===== src/sv/kmd_pkg.sv =====
`default_nettype none

package kmd_pkg;

  // Matrix geometry.
  localparam int unsigned NUM_COLUMNS = 9;
  localparam int unsigned NUM_ROWS    = 5;
  localparam int unsigned ROW_STRIDE  = 5;
  localparam int unsigned KEY_BITS    = 45;

  // One lane per column that fits inside the key field.
  localparam int unsigned MAX_COLUMNS = KEY_BITS / ROW_STRIDE;
  localparam int unsigned LANES = (NUM_COLUMNS < MAX_COLUMNS) ? NUM_COLUMNS : MAX_COLUMNS;
  localparam int unsigned USED_BITS = LANES * ROW_STRIDE;

  // Stream widths.
  localparam int unsigned TDATA_W    = ((KEY_BITS + 7) / 8) * 8;
  localparam int unsigned IN_TUSER_W = 2;
  localparam int unsigned OUT_TUSER_W = 2;

  // Configuration port.
  localparam int unsigned CFG_IDX_W  = 1;
  localparam int unsigned CFG_DATA_W = 16;
  localparam int unsigned THR_W      = 8;
  localparam int unsigned LIMIT_W    = 16;
  localparam int unsigned IDLE_W     = LIMIT_W + 1;

  localparam logic [CFG_IDX_W-1:0] CFG_STABLE_TICKS = 1'd0;
  localparam logic [CFG_IDX_W-1:0] CFG_IDLE_LIMIT   = 1'd1;

  localparam logic [THR_W-1:0]   THR_RESET   = 8'd5;
  localparam logic [LIMIT_W-1:0] LIMIT_RESET = 16'd500;

  // Request kind carried in the input tuser.
  typedef enum logic [IN_TUSER_W-1:0] {
    MODE_SAMPLE = 2'd0,
    MODE_RESEND = 2'd1,
    MODE_WAKE   = 2'd2
  } mode_e;

  typedef logic [KEY_BITS-1:0]   keys_t;
  typedef logic [ROW_STRIDE-1:0] col_t;

  // What one column lane found.
  typedef struct packed {
    logic eq_cand;
    logic eq_stable;
    logic released;
  } lane_flags_t;

  // One result item.
  typedef struct packed {
    logic  report;
    keys_t keys;
    logic  asleep;
  } result_t;

  // Rows that exist within one column slice.
  function automatic col_t row_mask();
    col_t m;
    m = '0;
    for (int r = 0; r < int'(ROW_STRIDE); r++) begin
      if (r < int'(NUM_ROWS)) begin
        m[r] = 1'b1;
      end
    end
    return m;
  endfunction

endpackage

`default_nettype wire


===== src/sv/kmd_lane.sv =====
`default_nettype none

module kmd_lane (
  input  kmd_pkg::col_t        sample_i,
  input  kmd_pkg::col_t        cand_i,
  input  kmd_pkg::col_t        stable_i,
  output kmd_pkg::col_t        sample_o,
  output kmd_pkg::lane_flags_t flags_o
);
  import kmd_pkg::*;

  localparam col_t RowMask = row_mask();

  col_t masked;

  // Drop rows that the matrix does not have, then compare this column.
  assign masked   = sample_i & RowMask;
  assign sample_o = masked;

  assign flags_o.eq_cand   = (masked == cand_i);
  assign flags_o.eq_stable = (masked == stable_i);
  assign flags_o.released  = (masked == '0);

endmodule

`default_nettype wire


===== src/sv/kmd_core.sv =====
`default_nettype none

module kmd_core (
  input  wire                        clk_i,
  input  wire                        rst_ni,
  input  wire                        accept_i,
  input  kmd_pkg::mode_e             mode_i,
  input  kmd_pkg::keys_t             sample_i,
  input  kmd_pkg::lane_flags_t       lane_flags_i [kmd_pkg::LANES],
  input  wire [kmd_pkg::THR_W-1:0]   thr_cfg_i,
  input  wire [kmd_pkg::LIMIT_W-1:0] limit_cfg_i,
  output kmd_pkg::keys_t             stable_o,
  output kmd_pkg::keys_t             cand_o,
  output kmd_pkg::result_t           result_o
);
  import kmd_pkg::*;

  keys_t             stable_q, stable_d;
  keys_t             cand_q, cand_d;
  logic              active_q, active_d;
  logic [THR_W-1:0]  count_q, count_d;
  logic [IDLE_W-1:0] idle_q, idle_d;
  logic              sleep_q, sleep_d;

  logic              all_eq_cand, all_eq_stable, all_released;
  logic [THR_W-1:0]  thr;
  logic [THR_W-1:0]  count_inc;
  logic [IDLE_W-1:0] idle_inc;
  logic [IDLE_W-1:0] limit_ext;
  logic              report;

  // Merge the per-column findings into whole-matrix flags.
  always_comb begin
    all_eq_cand   = 1'b1;
    all_eq_stable = 1'b1;
    all_released  = 1'b1;
    for (int c = 0; c < int'(LANES); c++) begin
      all_eq_cand   = all_eq_cand & lane_flags_i[c].eq_cand;
      all_eq_stable = all_eq_stable & lane_flags_i[c].eq_stable;
      all_released  = all_released & lane_flags_i[c].released;
    end
  end

  // A zero threshold behaves as one.
  assign thr       = (thr_cfg_i == '0) ? THR_W'(1) : thr_cfg_i;
  assign count_inc = count_q + THR_W'(1);
  assign idle_inc  = idle_q + IDLE_W'(1);
  assign limit_ext = {1'b0, limit_cfg_i};

  // Next state for one accepted request.
  always_comb begin
    stable_d = stable_q;
    cand_d   = cand_q;
    active_d = active_q;
    count_d  = count_q;
    idle_d   = idle_q;
    sleep_d  = sleep_q;
    report   = 1'b0;
    unique case (mode_i)
      MODE_WAKE: begin
        sleep_d = 1'b0;
        idle_d  = '0;
      end
      MODE_SAMPLE: begin
        if (!sleep_q) begin
          // Debounce step.
          if (active_q) begin
            if (all_eq_cand) begin
              if (count_q < thr) begin
                count_d = count_inc;
                if (count_inc == thr) begin
                  stable_d = cand_q;
                  report   = 1'b1;
                end
              end
            end else begin
              active_d = 1'b0;
            end
          end else if (!all_eq_stable) begin
            cand_d   = sample_i;
            active_d = 1'b1;
            count_d  = '0;
          end
          // Idle step: a run of released samples past the limit sleeps.
          if (all_released) begin
            if (idle_q <= limit_ext) begin
              idle_d = idle_inc;
            end
            if (idle_d > limit_ext) begin
              sleep_d = 1'b1;
            end
          end else begin
            idle_d = '0;
          end
        end
      end
      MODE_RESEND: begin
        report = !sleep_q;
      end
      default: begin
      end
    endcase
  end

  // State registers.
  always_ff @(posedge clk_i or negedge rst_ni) begin
    if (!rst_ni) begin
      stable_q <= '0;
      cand_q   <= '0;
      active_q <= 1'b0;
      count_q  <= '0;
      idle_q   <= '0;
      sleep_q  <= 1'b0;
    end else if (accept_i) begin
      stable_q <= stable_d;
      cand_q   <= cand_d;
      active_q <= active_d;
      count_q  <= count_d;
      idle_q   <= idle_d;
      sleep_q  <= sleep_d;
    end
  end

  assign stable_o        = stable_q;
  assign cand_o          = cand_q;
  assign result_o.report = report;
  assign result_o.keys   = stable_d;
  assign result_o.asleep = sleep_d;

endmodule

`default_nettype wire


===== src/sv/key_matrix_debounce_idle_sleep.sv =====
// Channel       | Direction | Signals                      | Contents
// s_axis        | in        | tvalid tready tdata tuser    | key_matrix in tdata, mode in tuser
// m_axis        | out       | tvalid tready tdata tuser    | report_keys in tdata,
//               |           |                              | report_valid and asleep in tuser
// cfg           | in        | cfg_valid_i cfg_ready_o      | register index and write data
//
// One request is accepted per clock unless the output stalls; its result appears in the
// output register in the next cycle. The whole update (per-column compares, merge, state
// write) is combinational, which sets the rate of one request per clock.
// Reset clears the key state and loads the thresholds with 5 and 500.
// A result that is not taken holds the output register; a new request is then taken
// only in the cycle in which the waiting result leaves.
`default_nettype none

module key_matrix_debounce_idle_sleep (
  input  wire                            clk_i,
  input  wire                            rst_ni,
  // Input stream.
  input  wire                            s_axis_tvalid,
  output logic                           s_axis_tready,
  // [44:0] key_matrix, rest zero
  input  wire [kmd_pkg::TDATA_W-1:0]     s_axis_tdata,
  // [1:0] mode
  input  wire [kmd_pkg::IN_TUSER_W-1:0]  s_axis_tuser,
  // Output stream.
  output logic                           m_axis_tvalid,
  input  wire                            m_axis_tready,
  // [44:0] report_keys, rest zero
  output logic [kmd_pkg::TDATA_W-1:0]    m_axis_tdata,
  // [0] report_valid, [1] asleep
  output logic [kmd_pkg::OUT_TUSER_W-1:0] m_axis_tuser,
  // Configuration writes.
  input  wire                            cfg_valid_i,
  output logic                           cfg_ready_o,
  input  wire [kmd_pkg::CFG_IDX_W-1:0]   cfg_index_i,
  input  wire [kmd_pkg::CFG_DATA_W-1:0]  cfg_wdata_i
);
  import kmd_pkg::*;

  logic [THR_W-1:0]   thr_q;
  logic [LIMIT_W-1:0] limit_q;

  logic        accept;
  mode_e       mode;
  keys_t       key_in;
  keys_t       sample;
  keys_t       stable;
  keys_t       cand;
  lane_flags_t lane_flags [LANES];
  result_t     result;

  logic        out_valid_q;
  result_t     out_res_q;

  // Configuration registers are always writable.
  assign cfg_ready_o = 1'b1;

  always_ff @(posedge clk_i or negedge rst_ni) begin
    if (!rst_ni) begin
      thr_q   <= THR_RESET;
      limit_q <= LIMIT_RESET;
    end else if (cfg_valid_i) begin
      unique case (cfg_index_i)
        CFG_STABLE_TICKS: thr_q   <= cfg_wdata_i[THR_W-1:0];
        CFG_IDLE_LIMIT:   limit_q <= cfg_wdata_i[LIMIT_W-1:0];
        default: begin
        end
      endcase
    end
  end

  // A request enters when the output register is free or empties this cycle.
  assign s_axis_tready = !out_valid_q || m_axis_tready;
  assign accept        = s_axis_tvalid && s_axis_tready;
  assign mode          = mode_e'(s_axis_tuser);
  assign key_in        = s_axis_tdata[KEY_BITS-1:0];

  // One lane per column.
  for (genvar c = 0; c < int'(LANES); c++) begin : g_lane
    kmd_lane u_lane (
      .sample_i (key_in[c*ROW_STRIDE +: ROW_STRIDE]),
      .cand_i   (cand[c*ROW_STRIDE +: ROW_STRIDE]),
      .stable_i (stable[c*ROW_STRIDE +: ROW_STRIDE]),
      .sample_o (sample[c*ROW_STRIDE +: ROW_STRIDE]),
      .flags_o  (lane_flags[c])
    );
  end

  // Bits beyond the last column are never keys.
  if (USED_BITS < KEY_BITS) begin : g_pad
    assign sample[KEY_BITS-1:USED_BITS] = '0;
  end

  kmd_core u_core (
    .clk_i        (clk_i),
    .rst_ni       (rst_ni),
    .accept_i     (accept),
    .mode_i       (mode),
    .sample_i     (sample),
    .lane_flags_i (lane_flags),
    .thr_cfg_i    (thr_q),
    .limit_cfg_i  (limit_q),
    .stable_o     (stable),
    .cand_o       (cand),
    .result_o     (result)
  );

  // Output register.
  always_ff @(posedge clk_i or negedge rst_ni) begin
    if (!rst_ni) begin
      out_valid_q <= 1'b0;
    end else if (s_axis_tready) begin
      out_valid_q <= s_axis_tvalid;
    end
  end

  always_ff @(posedge clk_i) begin
    if (accept) begin
      out_res_q <= result;
    end
  end

  assign m_axis_tvalid = out_valid_q;
  assign m_axis_tdata  = {{(TDATA_W - KEY_BITS){1'b0}}, out_res_q.keys};
  assign m_axis_tuser  = {out_res_q.asleep, out_res_q.report};

endmodule

`default_nettype wire

===== config.mk =====
export PLATFORM = sky130hd
export DESIGN_NAME = key_matrix_debounce_idle_sleep
export DESIGN_NICKNAME = d
export VERILOG_FILES = /design/src/sv/kmd_pkg.sv /design/src/sv/kmd_lane.sv /design/src/sv/kmd_core.sv /design/src/sv/key_matrix_debounce_idle_sleep.sv
export SDC_FILE = /design/constraint.sdc
export NUM_CORES = 1
export LEC_CHECK = 0
export BUFFER_PORTS_ARGS = -buffer_cell sky130_fd_sc_hd__buf_4
export CORE_AREA = 3 3 129 156
export CTS_BUF_LIST = sky130_fd_sc_hd__clkbuf_4
export CTS_CLUSTER_DIAMETER = 80
export CTS_CLUSTER_SIZE = 12
export DETAILED_ROUTE_END_ITERATION = 12
export DIE_AREA = 0 0 132 159
export PLACE_DENSITY = 0.73
export SLEW_MARGIN = 30
export SYNTH_ARGS = -nofsm -noshare
export SYNTH_HDL_FRONTEND = slang
export SYNTH_SLANG_ARGS = --single-unit

===== constraint.sdc =====
create_clock -name clk_i -period 12.45 [get_ports clk_i]
set_clock_uncertainty 0.15 [all_clocks]
set_input_delay 0.6225 -clock clk_i [delete_from_list [all_inputs] [get_ports clk_i]]
set_output_delay 0.6225 -clock clk_i [all_outputs]
set_load 0.01 [all_outputs]

==> out/qor.csv <==
metric;value;unit
# rows;55;
crit path capture type;register;
area delta synth->final;14.32;%
Sink Count;189;
post-synthesis sequential area ratio;48.49;%
H-tree level count;4;
internal power;0.9736;mW
Antenna Nets Post-Route;0;
register share of total power;55.4;%
Rel. slew slack;41.57;%
WP data required;12640;ps
Multi-input gate area;0.004994;mm^2
CTS clk-pin slew, worst paths;160;ps
vias in the first global route;7081;
CP max-delay cell;nand4_1;
FMAX;206.2;MHz
top cell type's share of synthesized area;32.68;%
Max Buffers Root-to-Sink;2;
status;completed;
die area;0.02099;mm^2
Hold Vio Cnt, Final;0;
worst path arrival time;5040;ps
slowest stage delay, CP;620;ps
Synth Cell Area;0.01026;mm^2
Routability Congestion;0.9124;
fin. max-slew vios;0;
CTS root buf;clkbuf_4;
initial antenna violation count;1;
largest fanout on the critical path;13;
Port Buf Inserts;117;
Pwr Density;121.4;mW/mm^2
Yosys reg bits;189;
CORE AREA;0.01879;mm^2
first-pass GRT wire length;38.65;mm
wire length per cell;19.26;um
Area contributors post-synth;dfrtp_1 (33%), mux2_2 (17%), edfxtp_1 (14%), xor2_1 (6.1%), ha_1 (5.1%);
Worst Setup Start Kind;register;
setup_tns;0;ps
Setup-failing EPs final;0;
Worst Hold Class;input port to register;
Register Area;0.004975;mm^2
synthesis warning total;0;
drt initial violations;447;
overall power;1.424;mW
MaxCap Viol Count;0;
count leader, synth;mux2_2;
layout cell share with drive strength beyond 1;33.88;%
Peak VDD IR;0.08931;mV
largest net degree at the start of global routing;89;
Clk pwr share;26.8;%
combinational share of power;17.9;%
worst-path cell chain;inv_1, ha_1, and4_1, a21oi_1, o22ai_1, o311ai_2, nand4_1, nor2_1, xor2_1, ha_1, a21o_1, a21o_1, a211oi_1, a21oi_1, o21a_1, nor3_1, a21oi_1;
Post-synth EDFFs;47;
Synth Area per Inst;12.08;um^2
Yosys cell types;58;
DRC Markers;0;
via count;6988;
# fillers;1538;
minimum clock period;4850;ps
Critical path buffers and inverters;1;
Initial Utilization;54.61;%
I/O pin total;125;
Post-DP HPWL;17.13;mm
Final #Nets;1081;
cell family with most CP delay;compound AO/OA/AOI/OAI gates;
Crit Path Category;register to register;
total iterations of the first detailed-routing run;5;
most frequent cells after synthesis;mux2_2 (154), dfrtp_1 (134), xor2_1 (72), edfxtp_1 (47), xnor2_1 (43);
Worst-Skew Late Latency;590;ps
Lkg Pwr;5.376;nW
Placed Cells;1202;
Vert. Die Dim;159;um
Post-Syn Instances;849;
top cell type by total area after synthesis;dfrtp_1;
Post-Layout Cell Count;1238;
Async S/R FF share, synth;75.13;%
Horiz. Die Dim;132;um
CTS tree;done;
RSZ-0062 raised after global routing;no;
cts bufs inserted;17;
crit-path most repeated cell;a21oi_1;
fin util;62.43;%
grt ovf;0;
Post-synth top flop;dfrtp_1;
GRT Util Overall;23.21;%
Net Sw Frac;31.61;%
sw power;0.4500;mW
Period Utilization, post-route;38.95;%
Worst-Margin Slew;874.6;ps
final WL;23.85;mm
vias per std cell;5.645;
[cell usage in the layout (no fill, tap or decap), drive strengths merged, types with 8 or more instances in the layout]
| master | n |
|---|---|
| clkinv | 8 |
| and3 | 13 |
| nor4 | 32 |
| o211ai | 12 |
| xnor2 | 43 |
| nand4 | 22 |
| dfrtp | 134 |
| edfxtp | 47 |
| nand2 | 39 |
| a21o | 10 |
| o21ai | 22 |
| dfstp | 8 |
| or4 | 8 |
| a21oi | 25 |
| clkbuf | 17 |
| xor2 | 72 |
| nand3 | 12 |
| ha | 42 |
| nor2 | 21 |
| inv | 38 |
| mux2 | 155 |
| nor3 | 9 |
| buf | 124 |
[metal layers]
metal | wire length, um | vias to the layer above | share of wire (%) | global-route usage, %
met3 | 893 | 26 | 3.7 | 4.393
li1 | - | 3326 | - | -
met1 | 10130 | 3490 | 42 | 29.60
met2 | 12340 | 146 | 52 | 40.38
met5 | 0 | - | 0 | 0
met4 | 486 | 0 | 2.0 | 6.734
[path summary, 6_finish.rpt]
| path | start | end | slack [ps] | cells after the start |
|---|---|---|---|---|
| hold / removal | s_axis_tvalid | m_axis_tvalid$_DFFE_PN0N_ | 80 | 2 |
| hold reg to reg | limit_q[13]$_DFFE_PN0P_ | limit_q[13]$_DFFE_PN0P_ | 380 | 1 |
| max in group asynchronous | rst_ni | u_core.active_q$_DFFE_PN0P_ | 10360 | 3 |
| setup reg to reg | limit_q[4]$_DFFE_PN1P_ | m_axis_tuser[1]$_DFFE_PP_ | 7600 | 17 |
| setup / recovery | limit_q[4]$_DFFE_PN1P_ | m_axis_tuser[1]$_DFFE_PP_ | 7600 | 17 |
| min in group asynchronous | rst_ni | u_core.stable_o[30]$_DFFE_PN0P_ | 530 | 2 |
[kinds of logic after synthesis]
group | count (synthesis) | synth area share [%]
AO/OA/AOI/OAI | 99 | 6.439
flip-flops | 189 | 48.49
AND/OR/NAND/NOR | 185 | 10.06
buffers and inverters | 62 | 2.988
XOR/XNOR | 115 | 9.817
multiplexers | 155 | 17.01
adder cells (fa/ha/maj) | 42 | 5.122
other | 2 | 0.07320
[cell type report]
cell class                 count  area share, %
multi-input combinational    600          42.58
sequential                   189          42.42
timing repair buffer         125          8.161
tap                          256          2.731
clock inverter                15          1.899
clock buffer                  17          1.088
inverter                      34          1.088
antenna                        2        0.04267
[flip-flops by register name, summed over array words and instances, names as in the netlist]
signal,cells
m_axis_tdata,45
u_core.cand_o,45
u_core.stable_o,45
u_core.idle_q,17
limit_q,16
thr_q,8
u_core.count_q,8
m_axis_tuser,2
m_axis_tvalid,1
u_core.active_q,1
u_core.sleep_q,1
[timing repair]
action,in CTS,in global routing
gates resized for setup,0,0
endpoints found under the hold margin,79,0
hold buffers,1,0
buffers inserted,0,0
[worst register-to-register path: cells and delay by family, from the launching register on]
family | cells | cell delay (ps)
and+or+nand+nor | 4 | 1310
DFF | 1 | 560
adders and majority gates | 2 | 570
AOI/OAI and AO/OA | 9 | 1780
xor gates and xnor gates | 1 | 180
buffers and inverters | 1 | 70
[power by group through the flow]
stage / Sequential (mW) / Combinational [mW] / Clock (mW)
CTS: 0.788 / 0.258 / 0.390
global placement: 0.796 / 0.250 / 0
finish: 0.788 / 0.254 / 0.381
global route: 0.802 / 0.279 / 0.415
floorplan: 0.785 / 0.157 / 0
detailed placement: 0.801 / 0.256 / 0
[stage by stage]
stage / setup WS, ps / cell area [um^2] / hold WS (ps)
after global placement: 7616 / 11340 / 338.3
after global routing: 7139 / 11730 / 42.04
after CTS: 7613 / 11700 / 45.61
final: 7600 / 11730 / 82.39
after detailed placement: 7646 / 11340 / 343.0
after floorplan: 8326 / 10270 / 176.9
(Power assumes the default switching activity.)
